$ cat src/hdl/tcw_pkg.sv
// Shared types and constants for the text console writer.
package tcw_pkg;

   localparam int FUNC_W  = 2;
   localparam int CHAR_W  = 8;
   localparam int INDEX_W = 11;
   localparam int LOC_W   = 11;
   localparam int CELL_W  = 16;
   localparam int ATTR_W  = 8;

   localparam logic [FUNC_W-1:0] FUNC_PUT   = 2'd0;
   localparam logic [FUNC_W-1:0] FUNC_CLEAR = 2'd1;
   localparam logic [FUNC_W-1:0] FUNC_READ  = 2'd2;

   localparam logic [CHAR_W-1:0] CHAR_BS    = 8'h08;
   localparam logic [CHAR_W-1:0] CHAR_TAB   = 8'h09;
   localparam logic [CHAR_W-1:0] CHAR_LF    = 8'h0A;
   localparam logic [CHAR_W-1:0] CHAR_CR    = 8'h0D;
   localparam logic [CHAR_W-1:0] CHAR_SPACE = 8'h20;

   localparam logic [ATTR_W-1:0] ATTR_RESET = 8'h0F;

   typedef struct packed {
      logic idle;
      logic exec;
      logic read;
      logic copy;
      logic blank;
      logic clear;
      logic done;
   } tcw_cmd_type;

   typedef struct packed {
      logic req_valid;
      logic is_put;
      logic is_clear;
      logic is_read;
      logic scroll_needed;
      logic copy_last;
      logic cell_last;
      logic rsp_free;
   } tcw_status_type;

endpackage

$ cat src/hdl/tcw_ctrl.sv
// Sequencer that steps each word through execute, read, scroll, clear and response.
module tcw_ctrl (
   input  logic                    clock,
   input  logic                    reset,
   input  tcw_pkg::tcw_status_type status,
   output tcw_pkg::tcw_cmd_type    cmd
);
   import tcw_pkg::*;

   typedef enum logic [6:0] {
      ST_IDLE  = 7'b0000001,
      ST_EXEC  = 7'b0000010,
      ST_READ  = 7'b0000100,
      ST_COPY  = 7'b0001000,
      ST_BLANK = 7'b0010000,
      ST_CLEAR = 7'b0100000,
      ST_DONE  = 7'b1000000
   } state_type;

   state_type state_ff;
   state_type state_in;

   always_comb begin
      state_in = state_ff;
      unique case (state_ff)
         ST_IDLE: begin
            if (status.req_valid) begin
               state_in = ST_EXEC;
            end
         end
         ST_EXEC: begin
            priority if (status.is_put && status.scroll_needed) begin
               state_in = ST_COPY;
            end else if (status.is_clear) begin
               state_in = ST_CLEAR;
            end else if (status.is_read) begin
               state_in = ST_READ;
            end else begin
               state_in = ST_DONE;
            end
         end
         ST_READ: begin
            state_in = ST_DONE;
         end
         ST_COPY: begin
            if (status.copy_last) begin
               state_in = ST_BLANK;
            end
         end
         ST_BLANK, ST_CLEAR: begin
            if (status.cell_last) begin
               state_in = ST_DONE;
            end
         end
         ST_DONE: begin
            if (status.rsp_free) begin
               state_in = ST_IDLE;
            end
         end
         default: begin
            state_in = ST_IDLE;
         end
      endcase
   end

   always_ff @(posedge clock) begin
      if (reset) begin
         state_ff <= ST_IDLE;
      end else begin
         state_ff <= state_in;
      end
   end

   always_comb begin
      cmd.idle  = (state_ff == ST_IDLE);
      cmd.exec  = (state_ff == ST_EXEC);
      cmd.read  = (state_ff == ST_READ);
      cmd.copy  = (state_ff == ST_COPY);
      cmd.blank = (state_ff == ST_BLANK);
      cmd.clear = (state_ff == ST_CLEAR);
      cmd.done  = (state_ff == ST_DONE);
   end
endmodule

$ cat config.mk
export PLATFORM = sky130hd
export DESIGN_NAME = tcw_ctrl
export DESIGN_NICKNAME = d
export VERILOG_FILES = /design/src/hdl/tcw_pkg.sv /design/src/hdl/tcw_ctrl.sv
export SDC_FILE = /design/constraint.sdc
export NUM_CORES = 1
export LEC_CHECK = 0
export ABC_AREA = 1
export BUFFER_PORTS_ARGS = -buffer_cell sky130_fd_sc_hd__buf_4
export CAP_MARGIN = 20
export CORE_MARGIN = 1
export CORE_UTILIZATION = 25
export CTS_CLUSTER_DIAMETER = 60
export DETAILED_ROUTE_END_ITERATION = 6
export GPL_TIMING_DRIVEN = 0
export MAX_ROUTING_LAYER = met4
export PLACE_DENSITY_LB_ADDON = 0.1
export SLEW_MARGIN = 20
export SYNTH_ARGS = -nofsm -noshare
export SYNTH_HDL_FRONTEND = slang
export SYNTH_SLANG_ARGS = --single-unit
export TNS_END_PERCENT = 10
$ cat constraint.sdc
create_clock -name clock -period 2.6 [get_ports clock]
set_input_delay 0.52 -clock clock [delete_from_list [all_inputs] [get_ports clock]]
set_output_delay 0.52 -clock clock [all_outputs]
set_load 0.005 [all_outputs]
### Yosys cells after proc, flatten, opt, wreduce, memory -nomap -nowiden

Cells that the tools add are included.

| word-level totals | value |
|---|---|
| flip-flop bits (word level) | 7 |
| input bits | 10 |
| output and inout bits | 7 |
| logic and storage cells | 23 |

| cells by class | value |
|---|---|
| equal/unequal tests | 11 |
| muxes and demuxes | 8 |
| reduce and logical (&&, ||, !) cells | 3 |

Operator list:

| operator | number |
|---|---|
| $mux 7 | 7 |
| $pmux 7 s6 | 1 |
| $ne 2x2->1 const B | 4 |
| $eq 7x1->1 const B | 1 |
| $eq 7x2->1 const B | 1 |
| $eq 7x3->1 const B | 1 |
| $eq 7x4->1 const B | 1 |
| $eq 7x5->1 const B | 1 |
| $eq 7x6->1 const B | 1 |
| $eq 7x7->1 const B | 1 |
| $reduce_and 4->1 | 1 |
| $reduce_or 2->1 | 1 |
| $logic_and 1x1->1 | 1 |

### Depth between registers and ports, before layout

Gate-level depths: netlist of the first run.

| depth | value |
|---|---|
| word-level depth | 4 |
| mapped depth | 10 |

### Worst setup path after synthesis of the first run

Ideal clock, no wire load.

| path | value |
|---|---|
| path kind | register to output |
| start point | register state_ff[6] |
| end point | output port cmd[6] in the netlist's numbering |
| data arrival time | 847 ps |
| data required time | 2,080 ps |
| slack | 1,233 ps |
| cell stages (with the launch flop) | 7 |
| buffers on the path | 1 |
| path through | dfxtp_1 inv_1 nand2_2 nor2_4 nand2_1 inv_1 buf_4 |

RTL lines:

| element | RTL line | source |
|---|---|---|
| start, declared | tcw_ctrl.sv:20 | `state_type state_ff;` |
| start signal, assigned | tcw_ctrl.sv:70 | `state_ff <= state_in;` |
| end, declared | tcw_ctrl.sv:6 | `output tcw_pkg::tcw_cmd_type cmd` |

==> results.toml, run 1 <==
[power_and_ir_drop]
p_sw_frac = 0.443
intPower_w = 0.000342
p_switching_w = 0.000272
power.leakage_nw = 0.414
clkPwrFrac = 0.164
vdd_ir_drop_max_v = 0.000323
seq_power_share = 0.265
powerDensity_mw_per_mm2 = 825
p_comb_frac = 0.571

[yosys]
yosysSeqAreaShare = 0.249
avgSynthCellArea_sq_um = 6.26
yosys-top-cells-area = "dfxtp_1, nand2_1, inv_1"
synth_ff_type = "dfxtp_1"
synth_most_common_cell = "nand2_1"
yosysWarningCount = 0
synth_edf_count = 0
postSynthCellCount = 90
async_reset_ff_frac = 0
synth_largest_area_cell = "dfxtp_1"
yosys_register_bits = 7
synth_nets = 100
synth_top_area_frac = 0.249
mappedNetlistArea_sq_um = 563
synth_cell_type_count = 16
synth_common_cells = "nand2_1, inv_1, nor2_1, nand3_1, nor2_2"

[timing]
slew_violations = 0
fin_worst_skew_ns = 0.000159
layout_min_cycle_time_ns = 1.82
fin_tns_setup_ns = 0
period_share = 0.701
hold_violations = 0
worst_pin_slew_ns = 0.231
fmaxAchievable_mhz = 549
grt_setup_unrepaired = "false"
max_slew_margin = 0.846
setup_viol = 0

[clock_tree]
tritoncts = "yes"
hold_buffers = 0
cts_setup_buffers = 0
cts.sinks = 7
clock_latency_ns = 0.25
h-tree-depth = 1
ctsResizeCount = 0
cts.reportedPaths.clkPinSlew_ns = 0.05
cts.path.max_buffers = 2
root_buffer = "clkbuf_4"
cts-buffers-inserted = 3

[finish]
largest_reg_flops = 7
register_area_sq_um = 140
n_antenna_cell = 0
stdcell_area_sq_um = 743
fin_nets = 121
drive_gt1_frac = 0.382
largest-register = "state_ff"
multi_input_area_sq_um = 344
reg_top3 = "state_ff (7)"
syn_to_final_growth_pct = 32.0
n_fill_cell = 245

[min_path]
holdPathStages = 2
min_from = "reset"
hold_path_class = "in -> reg"

[route]
wl_per_cell_microns = 9.01
wl_microns = 1230
drc = 0
firstDrtPassIters = 4
postRouteAntennaNets = 0
via_count = 568
initialDrtViolationCount = 3
routed_via_density = 4.15

[worst_setup_path]
regToRegStartpoint = "state_ff[5]"
r2r_cells = 10
start_kind = "flop"
cp_max_fo = 6
worstPathArrival_ns = 1.30
reg2reg_slack_ns = 1.32
crit_start = "state_ff[5]"
required_ns = 2.08
end_kind = "output port"
path_class = "reg -> out"

[place]
io_buffers = 16
dp_hpwl_microns = 1100
place.gp.congestion = 0.811
dpl_cell_area_sq_um = 717

[floorplan]
initial_core_util = 0.276
io_pins = 17
rows = 16
fp.coreArea_sq_mm = 0.00204
die-width_microns = 49.5
die_area_sq_mm = 0.00245
die_y_microns = 49.5

[global_routing]
grt_usage = 0.117
grt_pass1_wl_microns = 2010
gr-total-overflow = 0
grt_pass1_vias = 487
grt_antenna_before_repair = 0
grt_max_degree = 7

[flow_run]
cap_violations = 0

[status]
outcome = "finished, final reports clean"
[placed cells by master (no fill, tap or decap), types with 2 or more instances in the layout]
cell type / count
a21oi_1: 2
nand3_2: 3
nor2_4: 2
inv_1: 16
buf_4: 17
dfxtp_1: 7
nand2_1: 18
nor2_1: 11
nor3_1: 3
clkbuf_4: 3
nand2_2: 4
nand3_1: 9
inv_2: 3
nor2_2: 8
[worst max-delay path: stages (launching register included)]
cell and delay (ns):
dfxtp_1 0.34, inv_2 0.08, nand2_2 0.06, nor2_4 0.18, nand2_1 0.10, inv_1 0.09
buf_4 0.10, buf_4 0.09
[through the flow]
step | hold slack (ns) | worst slack [ns] | util | std cells | power [W]
final | 0.449 | 0.777 | 0.364 | 137 | 0.000613
after global routing | 0.445 | 0.688 | 0.364 | 137 | 0.000675
after CTS | 0.448 | 0.768 | 0.364 | 137 | 0.000622
after detailed placement | 0.600 | 1.05 | 0.351 | 133 | 0.000520
after global placement | 0.595 | 1.05 | 0.351 | 133 | 0.000518
after floorplan | 0.564 | 1.23 | - | 90 | 0.000428
[power by group through the flow]
stage | Sequential [W] | Combinational, W | Clock, W
2_1_floorplan | 0.000159 | 0.000269 | 0
4_1_cts | 0.000163 | 0.000358 | 0.000101
3_3_place_gp | 0.000164 | 0.000354 | 0
5_1_grt | 0.000166 | 0.000397 | 0.000111
3_5_place_dp | 0.000165 | 0.000355 | 0
6_report | 0.000163 | 0.000350 | 0.000100
[cell type report]
cell class / count / area share
Clock buffer: 4 / 0.0354
Buffer: 1 / 0.0101
Inverter: 19 / 0.0960
Multi-Input combinational cell: 63 / 0.463
Tap cell: 27 / 0.0455
Sequential cell: 7 / 0.189
Timing Repair Buffer: 16 / 0.162
[worst paths after layout]
kind / end
max: cmd[6]
min: state_ff[3]
max reg2reg: state_ff[4]
min reg2reg: state_ff[5]
[cells by family after synthesis]
group / synth area share
AO/OA/AOI/OAI: 0.0511
flip-flops: 0.249
buffers and inverters: 0.140
AND/OR/NAND/NOR: 0.560
[per-layer routing]
| metal | wire length [microns] | vias to the layer above | GRT usage |
|---|---|---|---|
| met4 | 37 | 0 | 0.0857 |
| met2 | 530 | 19 | 0.183 |
| met1 | 598 | 231 | 0.132 |
| met3 | 68 | 5 | 0.0247 |
| li1 | - | 313 | - |
| met5 | 0 | - | - |
Note: power is estimated with default switching activity, not from simulation.
==> inputs of run 2 (changes only) <==
clock period = 1.48 ns   (was 2.6 ns; I/O delays follow)
==> results.toml, run 2 (synthesized netlist as in run 1, its figures left out) <==
[worst_setup_path]
path_class = "reg -> out"
reg2reg_slack_ns = 0.04
crit_slowest_cell = "dfxtp_1"
end_kind = "output port"
r2r_cells = 11
cpPeakStageDelay_ns = 0.32
start_kind = "flop"
regToRegStartpoint = "state_ff[6]"
worstPathArrival_ns = 1.17
cp_max_fo = 3
cp-endpoint = "cmd[0]"
required_ns = 1.18
crit_start = "state_ff[0]"
worstPathCellList = "nor2_2, nand2_2, nor3_1, buf_4"
rr_endpoint = "state_ff[0]"

[route]
routed_via_density = 4.15
via_count = 618
postRouteAntennaNets = 0
drc = 0
wl_per_cell_microns = 9.37
firstDrtPassIters = 4
initialDrtViolationCount = 1
wl_microns = 1400

[finish]
drive_gt1_frac = 0.557
fin_nets = 133
largest_reg_flops = 7
n_antenna_cell = 0
largest-register = "state_ff"
syn_to_final_growth_pct = 58.9
reg_top3 = "state_ff (7)"
stdcell_area_sq_um = 895
final_util = 0.438
final_cell_mix = "buf_4, nand2_1, inv_1"
final_common_cell = "buf_4"

[timing]
setup_slack_ns = 0.0122
fin_worst_skew_ns = 0.00129
slew_violations = 0
grt_setup_unrepaired = "true"
max_slew_margin = 0.849
hold_violations = 0
fmaxAchievable_mhz = 681
period_share = 0.992
layout_min_cycle_time_ns = 1.47
hold-worst-slack_ns = 0.218
setup_viol = 0
worst_pin_slew_ns = 0.225

[clock_tree]
cts.reportedPaths.clkPinSlew_ns = 0.05
clock_latency_ns = 0.25
root_buffer = "clkbuf_4"
hold_buffers = 0
cts-buffers-inserted = 3
cts.sinks = 7
cts.path.max_buffers = 2
tritoncts = "yes"
h-tree-depth = 1

[place]
dp_hpwl_microns = 1100
place.gp.congestion = 0.811
io_buffers = 16
post-place-ws_ns = 0.153
dpl_cell_area_sq_um = 717

[global_routing]
grt_pass1_vias = 567
gr-total-overflow = 0
grt_usage = 0.131
grt_antenna_before_repair = 0
grt_max_degree = 7
grt_pass1_wl_microns = 2270

[status]
outcome = "finished, final reports clean"

[min_path]
holdPathStages = 2
hold_path_class = "in -> reg"

[power_and_ir_drop]
vdd_ir_drop_max_v = 0.000728
power.leakage_nw = 0.474
powerDensity_mw_per_mm2 = 1520

[floorplan]
io_pins = 17
fp.coreArea_sq_mm = 0.00204
initial_core_util = 0.276
die-width_microns = 49.5
die_y_microns = 49.5
die_area_sq_mm = 0.00245
rows = 16

[flow_run]
cap_violations = 0
[run 2: cell count changes in the layout (fill, tap and decap cells not counted), sizes merged]
cell,delta
buf,+12
[run 2: worst max-delay path, delay by kind of cell (launching register included)]
family                 cells  cell delay [ns]
buffers and inverters      1             0.14
and+or+nand+nor            3             0.46
DFF                        1             0.32
[run 2: final cells by class]
| cell class | instances | area, sq um |
|---|---|---|
| Fill cell | 235 | 1150 |
| Tap cell | 27 | 33.8 |
| Clock buffer | 4 | 26.3 |
| Timing Repair Buffer | 29 | 233 |
| Sequential cell | 7 | 144 |
| Multi-Input combinational cell | 63 | 384 |
| Inverter | 19 | 73.8 |
[run 2: worst min-delay path by stage]
stage / end / slack (ns) / startpoint
after global routing: state_ff[6] / 0.21 / reset
final: state_ff[6] / 0.22 / reset
after CTS: state_ff[6] / 0.22 / reset
after detailed placement: state_ff[3] / 0.49 / reset
after global placement: state_ff[3] / 0.49 / reset
after floorplan: state_ff[3] / 0.37 / reset
[run 2: power by group]
group	switching (W)	total (W)	internal [W]
clock network	0.0000748	0.000178	0.000103
logic	0.000462	0.000898	0.000436
registers	0.0000443	0.000286	0.000242
total	0.000582	0.00136	0.000780
[run 2: per-stage QoR]
stage	TNS, ns	instances	total power (W)
after CTS	-0.178	143	0.00126
final	0	149	0.00136
after global placement	0	133	0.000910
after detailed placement	0	133	0.000914
after global routing	-0.332	149	0.00148
after floorplan	0	90	0.000753
[run 2: what timing repair did]
action | in CTS | in global routing
gates cloned | 0 | 0
buffers inserted | 7 | 6
resized for setup | 9 | 14
endpoints found under the setup margin | 6 | 10
pin swaps | 3 | 9
[run 2: per-layer routing]
| metal | share of wire | global-route usage | vias to the layer above |
|---|---|---|---|
| met1 | 0.44 | 0.134 | 260 |
| met3 | 0.050 | 0.0247 | 5 |
| met2 | 0.48 | 0.228 | 17 |
| met4 | 0.028 | 0.0857 | 0 |
| li1 | - | - | 336 |
| met5 | 0 | - | - |
